## src/sawcl_pkg.sv

```systemverilog
// Package for the set-associative write-back cache tag store with LRU replacement.
// Holds widths, register indexes, controller states and the command and status types.
// Used by every module of the block; it depends on nothing.
`default_nettype none

package sawcl_pkg;

   localparam int DEF_MAX_SETS = 1024;
   localparam int DEF_MAX_WAYS = 16;

   localparam int ADDR_W        = 32;
   localparam int OFFSET_W      = 4;
   localparam int INDEX_W       = 4;
   localparam int WAYS_CFG_W    = 5;
   localparam int WAY_OUT_W     = 4;
   localparam int INDEX_FIELD_W = 15;
   localparam int SHIFT_W       = 5;
   localparam int CSR_INDEX_W   = 2;
   localparam int CSR_DATA_W    = 5;
   localparam int RSP_TDATA_W   = 72;
   localparam int RSP_TUSER_W   = 3;

   localparam logic [OFFSET_W-1:0]   OFFSET_RESET = 4'd5;
   localparam logic [INDEX_W-1:0]    INDEX_RESET  = 4'd6;
   localparam logic [WAYS_CFG_W-1:0] WAYS_RESET   = 5'd4;

   localparam logic OP_READ  = 1'b0;
   localparam logic OP_WRITE = 1'b1;

   typedef enum logic [CSR_INDEX_W-1:0] {
      CSR_OFFSET_BITS = 2'd0,
      CSR_INDEX_BITS  = 2'd1,
      CSR_WAYS_IN_USE = 2'd2
   } csr_index_type;

   typedef enum logic [2:0] {
      ST_CLEAR,
      ST_IDLE,
      ST_DIVIDE,
      ST_READ,
      ST_LOOKUP,
      ST_UPDATE
   } state_type;

   typedef struct packed {
      logic clear_en;
      logic accept;
      logic div_en;
      logic read_en;
      logic lookup_en;
      logic update_en;
   } ctrl_cmd_type;

   typedef struct packed {
      logic clear_last;
      logic slot_free;
   } dp_status_type;

endpackage

`default_nettype wire

```

## src/sawcl_ctrl.sv

```systemverilog
// Controller state machine of the cache tag store.
// Sequences the clearing pass and the steps of one access; depends on sawcl_pkg.
`default_nettype none

module sawcl_ctrl (
   input  wire logic                     clock,
   input  wire logic                     reset,
   input  wire logic                     req_tvalid,
   output logic                          req_tready,
   input  wire sawcl_pkg::dp_status_type status,
   output sawcl_pkg::ctrl_cmd_type       cmd
);

   sawcl_pkg::state_type state_ff, state_in;

   always_ff @(posedge clock) begin
      if (reset) begin
         state_ff <= sawcl_pkg::ST_CLEAR;
      end else begin
         state_ff <= state_in;
      end
   end

   always_comb begin
      state_in = state_ff;
      case (state_ff)
         sawcl_pkg::ST_CLEAR: begin
            if (status.clear_last) state_in = sawcl_pkg::ST_IDLE;
         end
         sawcl_pkg::ST_IDLE: begin
            if (req_tvalid) state_in = sawcl_pkg::ST_DIVIDE;
         end
         sawcl_pkg::ST_DIVIDE: state_in = sawcl_pkg::ST_READ;
         sawcl_pkg::ST_READ:   state_in = sawcl_pkg::ST_LOOKUP;
         sawcl_pkg::ST_LOOKUP: state_in = sawcl_pkg::ST_UPDATE;
         sawcl_pkg::ST_UPDATE: begin
            if (status.slot_free) state_in = sawcl_pkg::ST_IDLE;
         end
         default: state_in = sawcl_pkg::ST_CLEAR;
      endcase
   end

   always_comb begin
      cmd        = '0;
      req_tready = 1'b0;
      case (state_ff)
         sawcl_pkg::ST_CLEAR:  cmd.clear_en = 1'b1;
         sawcl_pkg::ST_IDLE: begin
            req_tready = 1'b1;
            cmd.accept = req_tvalid;
         end
         sawcl_pkg::ST_DIVIDE: cmd.div_en    = 1'b1;
         sawcl_pkg::ST_READ:   cmd.read_en   = 1'b1;
         sawcl_pkg::ST_LOOKUP: cmd.lookup_en = 1'b1;
         sawcl_pkg::ST_UPDATE: cmd.update_en = status.slot_free;
         default: cmd = '0;
      endcase
   end

endmodule

`default_nettype wire

```

## config.mk

```make
export PLATFORM = sky130hd
export DESIGN_NAME = sawcl_ctrl
export DESIGN_NICKNAME = d
export VERILOG_FILES = /design/src/sawcl_pkg.sv /design/src/sawcl_ctrl.sv
export SDC_FILE = /design/constraint.sdc
export NUM_CORES = 1
export LEC_CHECK = 0
export BUFFER_PORTS_ARGS = -buffer_cell sky130_fd_sc_hd__buf_2
export CORE_AREA = 3 3 40 42
export DETAILED_ROUTE_END_ITERATION = 10
export DIE_AREA = 0 0 43 45
export SLEW_MARGIN = 10
export SYNTH_ARGS = -nofsm -noshare
export SYNTH_HDL_FRONTEND = slang
export SYNTH_SLANG_ARGS = --single-unit
```

## constraint.sdc

```tcl
create_clock -name clock -period 1.9 [get_ports clock]
set_input_delay 0.095 -clock clock [delete_from_list [all_inputs] [get_ports clock]]
set_output_delay 0.095 -clock clock [all_outputs]
set_load 0.01 [all_outputs]
```

---- Word level (Yosys, flattened, before mapping) ----
Cells that the tools add are included.
storage, ports and cells
  register bits ........................... 3
  bits of input ports ..................... 5
  output and inout port bits .............. 7
  logic and storage cells ................. 22
operators by class
  equal/unequal tests ..................... 8
  muxes and demuxes ....................... 11
  reduce and logical (&&, ||, !) cells .... 2
operators by type and width
  operator                                                         number
  3-bit one-hot mux with 6 select lines                            1
  3-bit two-way mux                                                3
  1-bit two-way mux                                                7
  3-bit by 2-bit == test with 1-bit output, second input constant  2
  3-bit == test, second input constant                             2
  2-bit != test, second input constant                             3
  3-bit by 1-bit == test with 1-bit output, second input constant  1
  3-bit logical NOT                                                1
  3-bit AND reduction                                              1

---- Longest topological paths before layout ----
Gate-level depths: netlist (run 1).
  word-level depth ........................ 3
  gate-level depth with buffers ........... 4
  mapped depth without buffers ............ 3

---- Least setup slack after synthesis (run 1) ----
Ideal clock, no wire load.
  path type ............................... register to output
  start point ............................. register state_ff[0]
  end point ............................... output port cmd[4] (netlist bit)
  arrival time ............................ 0.874 ns
  required time ........................... 1.805 ns
  path slack .............................. 0.931 ns
  cell stages (with the launch flop) ...... 4
  path buffers ............................ 1
  cells stage by stage .................... dfxtp_1 buf_6 nor3b_2 and2_1
RTL lines
  what                    RTL line          text
  start, declared         sawcl_ctrl.sv:14  sawcl_pkg::state_type state_ff, state_in;
  start signal, assigned  sawcl_ctrl.sv:18  state_ff <= sawcl_pkg::ST_CLEAR;
  start signal, assigned  sawcl_ctrl.sv:20  state_ff <= state_in;
  end, declared           sawcl_ctrl.sv:11  output sawcl_pkg::ctrl_cmd_type cmd

==> impl_results.md, run 1 <==
* Pre-antenna DRT Iters at 2
* Clk Latency, worst-skew pair at 0.23 ns
* Flop2flop setup slack at 0.93 ns
* Most common cell after layout, fill and taps aside: buf_2
* Top Registers: state_ff (3)
* Crit path time final at between 1 and 1.5 ns
* Clock Root Buffer: clkbuf_4
* Setup violation total in the final timing report at 0
* First-pass GRT wire length at between 700 and 800 um
* DRC at 0
* Hold Path Class: primary input to register
* Layout cell share with drive strength beyond 1 at 0.474
* Setup TNS at 0 ns
* Syn Std Cell Area at 199 um^2
* Cells after synthesis at 24
* MaxCap Viol Count at 0
* Core area at 0.00128 mm^2
* Hold-fix buffers, CTS at 0
* Clock buffer count from CTS at 3
* Most frequent cells in the layout: buf_2 (11), nor2_1 (3), clkbuf_4 (3), dfxtp_1 (3)
* Longest Clk Path Bufs at 2
* Slew @ Worst Pin at between 0.2 and 0.3 ns
* Die Y at 45 um
* Warnings from Yosys at 0
* 1st-iter DRT viols at 1
* Worst Setup SP: state_ff[0]
* NumNets Final at 44
* Worst Path Buf+Inv at 1
* Antenna Cells at 0
* Syn Nets at 29
* CP cell instances: nor3b_2 -> and2_1 -> buf_2
* Worst Setup Start Kind: register
* Top post-synthesis cells by area: dfxtp_1 (30%), and2_1 (6.3%), nor2b_1 (6.3%)
* Number of synthesized register bits at 3
* Multi-input gate area at approximately 130 um^2
* Critical Path End: cmd[4]
* Design Area, Final at 288 um^2
* RSZ-0062 raised after global routing: false
* CTS tree: done
* Lkg Pwr at 0.144 nW
* DIE AREA at 0.00194 mm^2
* Max Freq at 772 MHz
* Final cycle utilization of the critical path at 0.682
* Sequential share of the synthesized area at 0.302
* Worst Setup End Kind: output pin
* Slew headroom at 0.805
* Max FFs per register at 3
* Vias in the first global route at roughly 180
* Port Buf Inserts at 11
* Required time at the worst-slack endpoint at 1.80 ns
* RR Endpoint: state_ff[2]
* Placer Congestion at 0.624
* CP top delay family: flip-flops
* PwrDens at 792 mW/mm^2
* Gr ovfl total at 0
* Synthesized area per cell at 8.29 um^2
* DP Area at between 200 and 300 um^2
* Final wirelength at 465 um
* Post-synth cell types at 16
* WL per Instance at roughly 8.8 um
* Reg area at 60.1 um^2
* CP Data Arrival Time at 1.20 ns
* Largest net degree at the start of global routing at 10
* Hold Fails Final Rpt at 0
* Slowest CP cell: dfxtp_1
* Post-CTS sizing at 0
* Die Wd at 43 um
* Starting density of the core at 0.155
* Peak supply drop at 0.220 mV
* Slowest stage delay, CP at 0.48 ns
* Total vias in the final route at 197
* Fin. max-slew vios at 0
* Max FO, Critical Path at 9
* Antenna violations before repair at 0
* R2r startpoint: state_ff[1]
* H-Tree Depth at 1
* HPWL Detailed at 382 um
* CTS Sinks at 3
* CP Depth at 3
* CP Class: register to output pin
* Area fraction of the dominant cell type after synthesis at 0.302
* R2r worst-path depth at 3
* Final ANT Viol Nets at 0
* Row count at 13
* Biggest register: state_ff
* Clock Skew at 0.00240 ns
* Area grow syn2layout at 44.7%
* Yosys top cell by area: dfxtp_1
* Via/cell ratio at 3.72
* Clock-pin slew on the worst setup and hold paths at roughly 0.040 ns
* # IOs at 12
* Fill cells at 154
* Post-CTS setup repair buffer count at 0
* Status: finished clean
* GRT Total Usage at 0.0533
-- power by group --
group | total (mW) | switching, mW | leakage [nW] | internal [mW]
registers | 0.0779 | 0.00990 | 0.0246 | 0.0680
clock network | 0.108 | 0.0299 | 0.0150 | 0.0785
logic | 0.0417 | 0.0191 | 0.104 | 0.0226
total | 0.228 | 0.0589 | 0.144 | 0.169
-- cells by family (layout without fill, tap and decap cells) --
family          count (synthesis)  in the layout  synth area share
compound gates                  5              5             0.182
buf+inv                         1             15            0.0566
flops                           3              3             0.302
mux                             1              1            0.0503
simple gates                   14             14             0.409
-- layer usage --
metal | up-vias | track usage | wire [um]
li1 | 110 | - | -
met1 | 79 | 0.0578 | 200
met2 | 8 | 0.0689 | 205
met3 | 0 | 0.0199 | 59
met4 | 0 | 0.0723 | 0
met5 | - | 0 | 0
-- Yosys cell counts --
library cell  n
nor2b_1       2
and2_1        2
o21ai_0       1
a21oi_2       1
nor2_2        1
nor3b_2       1
o21bai_1      1
o21ba_1       1
nand2_1       2
a21oi_1       1
dfxtp_1       3
mux2i_1       1
buf_6         1
nand2b_2      1
nor3_1        2
nor2_1        3
-- worst min path at each step --
stage / from / endpoint / slack, ns / depth (start not counted)
global placement: reset / state_ff[0] / 0.29 / 2
floorplan: reset / state_ff[0] / 0.16 / 1
finish: reset / state_ff[0] / 0.06 / 2
global route: reset / state_ff[0] / 0.06 / 2
CTS: reset / state_ff[0] / 0.05 / 2
detailed placement: reset / state_ff[0] / 0.30 / 2
-- through the flow --
step	power [mW]	hold slack [ns]	instances	setup WS, ns	utilization
floorplan	0.108	0.164	24	0.931	-
global placement	0.121	0.291	49	0.873	0.204
CTS	0.236	0.0481	53	0.579	0.224
detailed placement	0.122	0.296	49	0.833	0.204
global route	0.243	0.0575	53	0.512	0.224
finish	0.228	0.0569	53	0.605	0.224
-- cell type report --
class                           instances  share of cell area
Timing Repair Buffer                   11               0.191
Multi-Input combinational cell         20               0.443
Tap cell                               15              0.0652
Clock buffer                            4              0.0913
Sequential cell                         3               0.209
Power figures use the tool's default switching activity.
==> run 2: changes to the inputs <==
ABC_AREA = 1   (was unset)
clock period = 1.2 ns   (was 1.9 ns; I/O delays follow)
==> run 2 against run 1 <==
Effect of this change:
- power is 78% higher
- via count is 26% higher
- critical path type unchanged
- clock skew is 0.0015 ns lower
==> impl_results.md, run 2 <==
* Status: finished clean
* Area grow syn2layout at 56.8%
* R2r startpoint: state_ff[1]
* Biggest register: state_ff
* Sw Ratio at 0.317
* Peak supply drop at approximately 0.27 mV
* Sequential share of power at 0.303
* DIE AREA at a little under 0.002 mm^2
* Hold Startpoint: reset
* Max FO, Critical Path at 4
* Fin. max-slew vios at 0
* # IOs at 12
* Clk Latency, worst-skew pair at 0.23 ns
* Core Util, Final at 0.237
* Hold WS at around 0.017 ns
* Core area at 0.00128 mm^2
* NumNets Final at 53
* Layout cell share with drive strength beyond 1 at 0.489
* WL per Instance at 8.13 um
* Gr ovfl total at 0
* Final Instance Count excl. Fillers at 62
* Die Y at 45 um
* Worst Path Buf+Inv at 2
* RSZ-0062 raised after global routing: true
* Clk pwr share at 0.425
* Syn Std Cell Area at 194 um^2
* Port Buf Inserts at 11
* RR Endpoint: state_ff[1]
* Slowest CP cell: dfxtp_2
* Clock Root Buffer: clkbuf_4
* Warnings from Yosys at 0
* Area fraction of the dominant cell type after synthesis at 0.310
* Final ANT Viol Nets at 0
* R2r worst-path depth at 4
* CP Class: register to output pin
* Clock buffer count from CTS at 3
* Total vias in the final route at 248
* Antenna Cells at 0
* Cells after synthesis at 32
* Top cells by count, synth: nor2_1 (8), inv_1 (4), inv_2 (4), dfxtp_1 (3)
* Top post-synthesis cells by area: dfxtp_1 (31%), nor2_1 (15%), inv_1 (7.7%)
* Synthesized area per cell at 6.06 um^2
* PwrDens at 1330 mW/mm^2
* H-Tree Depth at 1
* Hold-fix buffers, CTS at 0
* 1st-iter DRT viols at 1
* GRT Total Usage at 0.0641
* Via/cell ratio at 4.00
* Setup violation total in the final timing report at 0
* EDFF count, synth at 0
* Syn Nets at 37
* Slew @ Worst Pin at 0.206 ns
* Sequential share of the synthesized area at 0.310
* Max Freq at 881 MHz
* Row count at 13
* Max FFs per register at 3
* Slew headroom at 0.861
* Final cycle utilization of the critical path at 0.946
* Top-count cell post-synth: nor2_1
* Hold Path Class: primary input to register
* Longest Clk Path Bufs at 2
* First-pass GRT wire length at between 800 and 900 um
* Number of synthesized register bits at 3
* Starting density of the core at 0.151
* Most common cell after layout, fill and taps aside: buf_2
* Clock-pin slew on the worst setup and hold paths at about 0.04 ns
* Required time at the worst-slack endpoint at 1.14 ns
* Vias in the first global route at 223
* Dpl cells at 58
* CTS Sinks at 3
* Most frequent cells in the layout: buf_2 (11), nor2_1 (8), inv_2 (4), inv_1 (4), clkbuf_4 (3)
* Net Switching at 128 uW
* Worst Setup SP: state_ff[0]
* Pre-antenna DRT Iters at 2
* Critical Path End: cmd[4]
* Final wirelength at between 500 and 600 um
* HPWL Detailed at 434 um
* Flop2flop setup slack at 0.22 ns
* Largest net degree at the start of global routing at 8
* Clock Skew at 0.000889 ns
* Post-synth cell types at 13
* Ys flop type: dfxtp_1
* Hold Fails Final Rpt at 0
* Ys async rst share at 0
* Top Registers: state_ff (3)
* MaxCap Viol Count at 0
* Slowest stage delay, CP at 0.35 ns
* CP Data Arrival Time at 1.07 ns
* Antenna violations before repair at 0
* Placer Congestion at about 0.75
* DRC at 0
* Die Wd at between 40 and 50 um
* Yosys top cell by area: dfxtp_1
* CTS tree: done
* Crit path time final at about 1.1 ns
* Combinational power share at 0.272
* Internal Power at 277 uW
* Worst Setup Start Kind: register
* CP top delay family: flip-flops
* CP cell instances: inv_2 -> nor2_2 -> nand2_1 -> nor2_1 -> buf_2
* Lkg Pwr at 0.163 nW
* Worst Setup End Kind: output pin
* CP Depth at 5
==> run 2: cell count changes in the layout (fill, tap and decap cells not counted), sizes merged, moves of 2 or more <==
cell	change
nand3	+2
and2	-2
nor2b	-2
inv	+8
nor2	+5
==> run 2: power groups by stage <==
| stage | sequential (mW) | combinational (mW) | clock (mW) |
|---|---|---|---|
| after floorplan | 0.121 | 0.0748 | 0 |
| final | 0.123 | 0.110 | 0.172 |
| after detailed placement | 0.123 | 0.111 | 0 |
| after global routing | 0.124 | 0.127 | 0.197 |
| after global placement | 0.124 | 0.110 | 0 |
| after CTS | 0.122 | 0.111 | 0.186 |
==> run 2: routing by layer <==
layer  part of all wire  GRT usage  wire, um  up-vias
met5                  0          0         0        -
met4                  0     0.0904         0        0
met3              0.071     0.0239        36        0
met2               0.53     0.0958       268        6
met1               0.39     0.0577       199      110
li1                   -          -         -      132
==> run 2: cell families (layout without fill, tap and decap cells) <==
logic type,after synthesis,in the layout,share of synthesized area
and+or+nand+nor,19,19,0.484
DFF,3,3,0.310
AOI/OAI and AO/OA,2,2,0.0516
buffers and inverters,8,23,0.155
==> run 2: how the worst min path moves through the flow <==
stage / cells past startpoint / endpoint / slack (ns)
2_1_floorplan: 1 / state_ff[2] / 0.13
3_3_place_gp: 2 / state_ff[2] / 0.26
3_5_place_dp: 2 / state_ff[2] / 0.26
4_1_cts: 2 / state_ff[2] / 0.01
5_1_grt: 2 / state_ff[2] / 0.03
6_report: 2 / state_ff[2] / 0.02
==> run 2: cell type report <==
cell class                 instances  area [um^2]
clock buffer                       4         26.3
fill                             148          981
inverter                           8         30.0
multi-input combinational         21          109
sequential                         3         65.1
tap                               15         18.8
timing repair buffer              11         55.1
==> run 2: timing repair <==
| action | 4_1_cts | 5_1_grt |
|---|---|---|
| gates resized for setup | 1 | 3 |
| pin swaps | 0 | 0 |
| setup buffers | 0 | 0 |
| endpoints found under the setup margin | 1 | 6 |
==> run 2: per-stage QoR <==
stage	power (mW)	TNS [ns]	area [um^2]	setup WS, ns
3_3_place_gp	0.234	0	268	0.209
3_5_place_dp	0.234	0	268	0.195
5_1_grt	0.448	-0.121	304	-0.0623
6_report	0.406	0	304	0.0652
2_1_floorplan	0.196	0	194	0.153
4_1_cts	0.419	0	295	0.00729
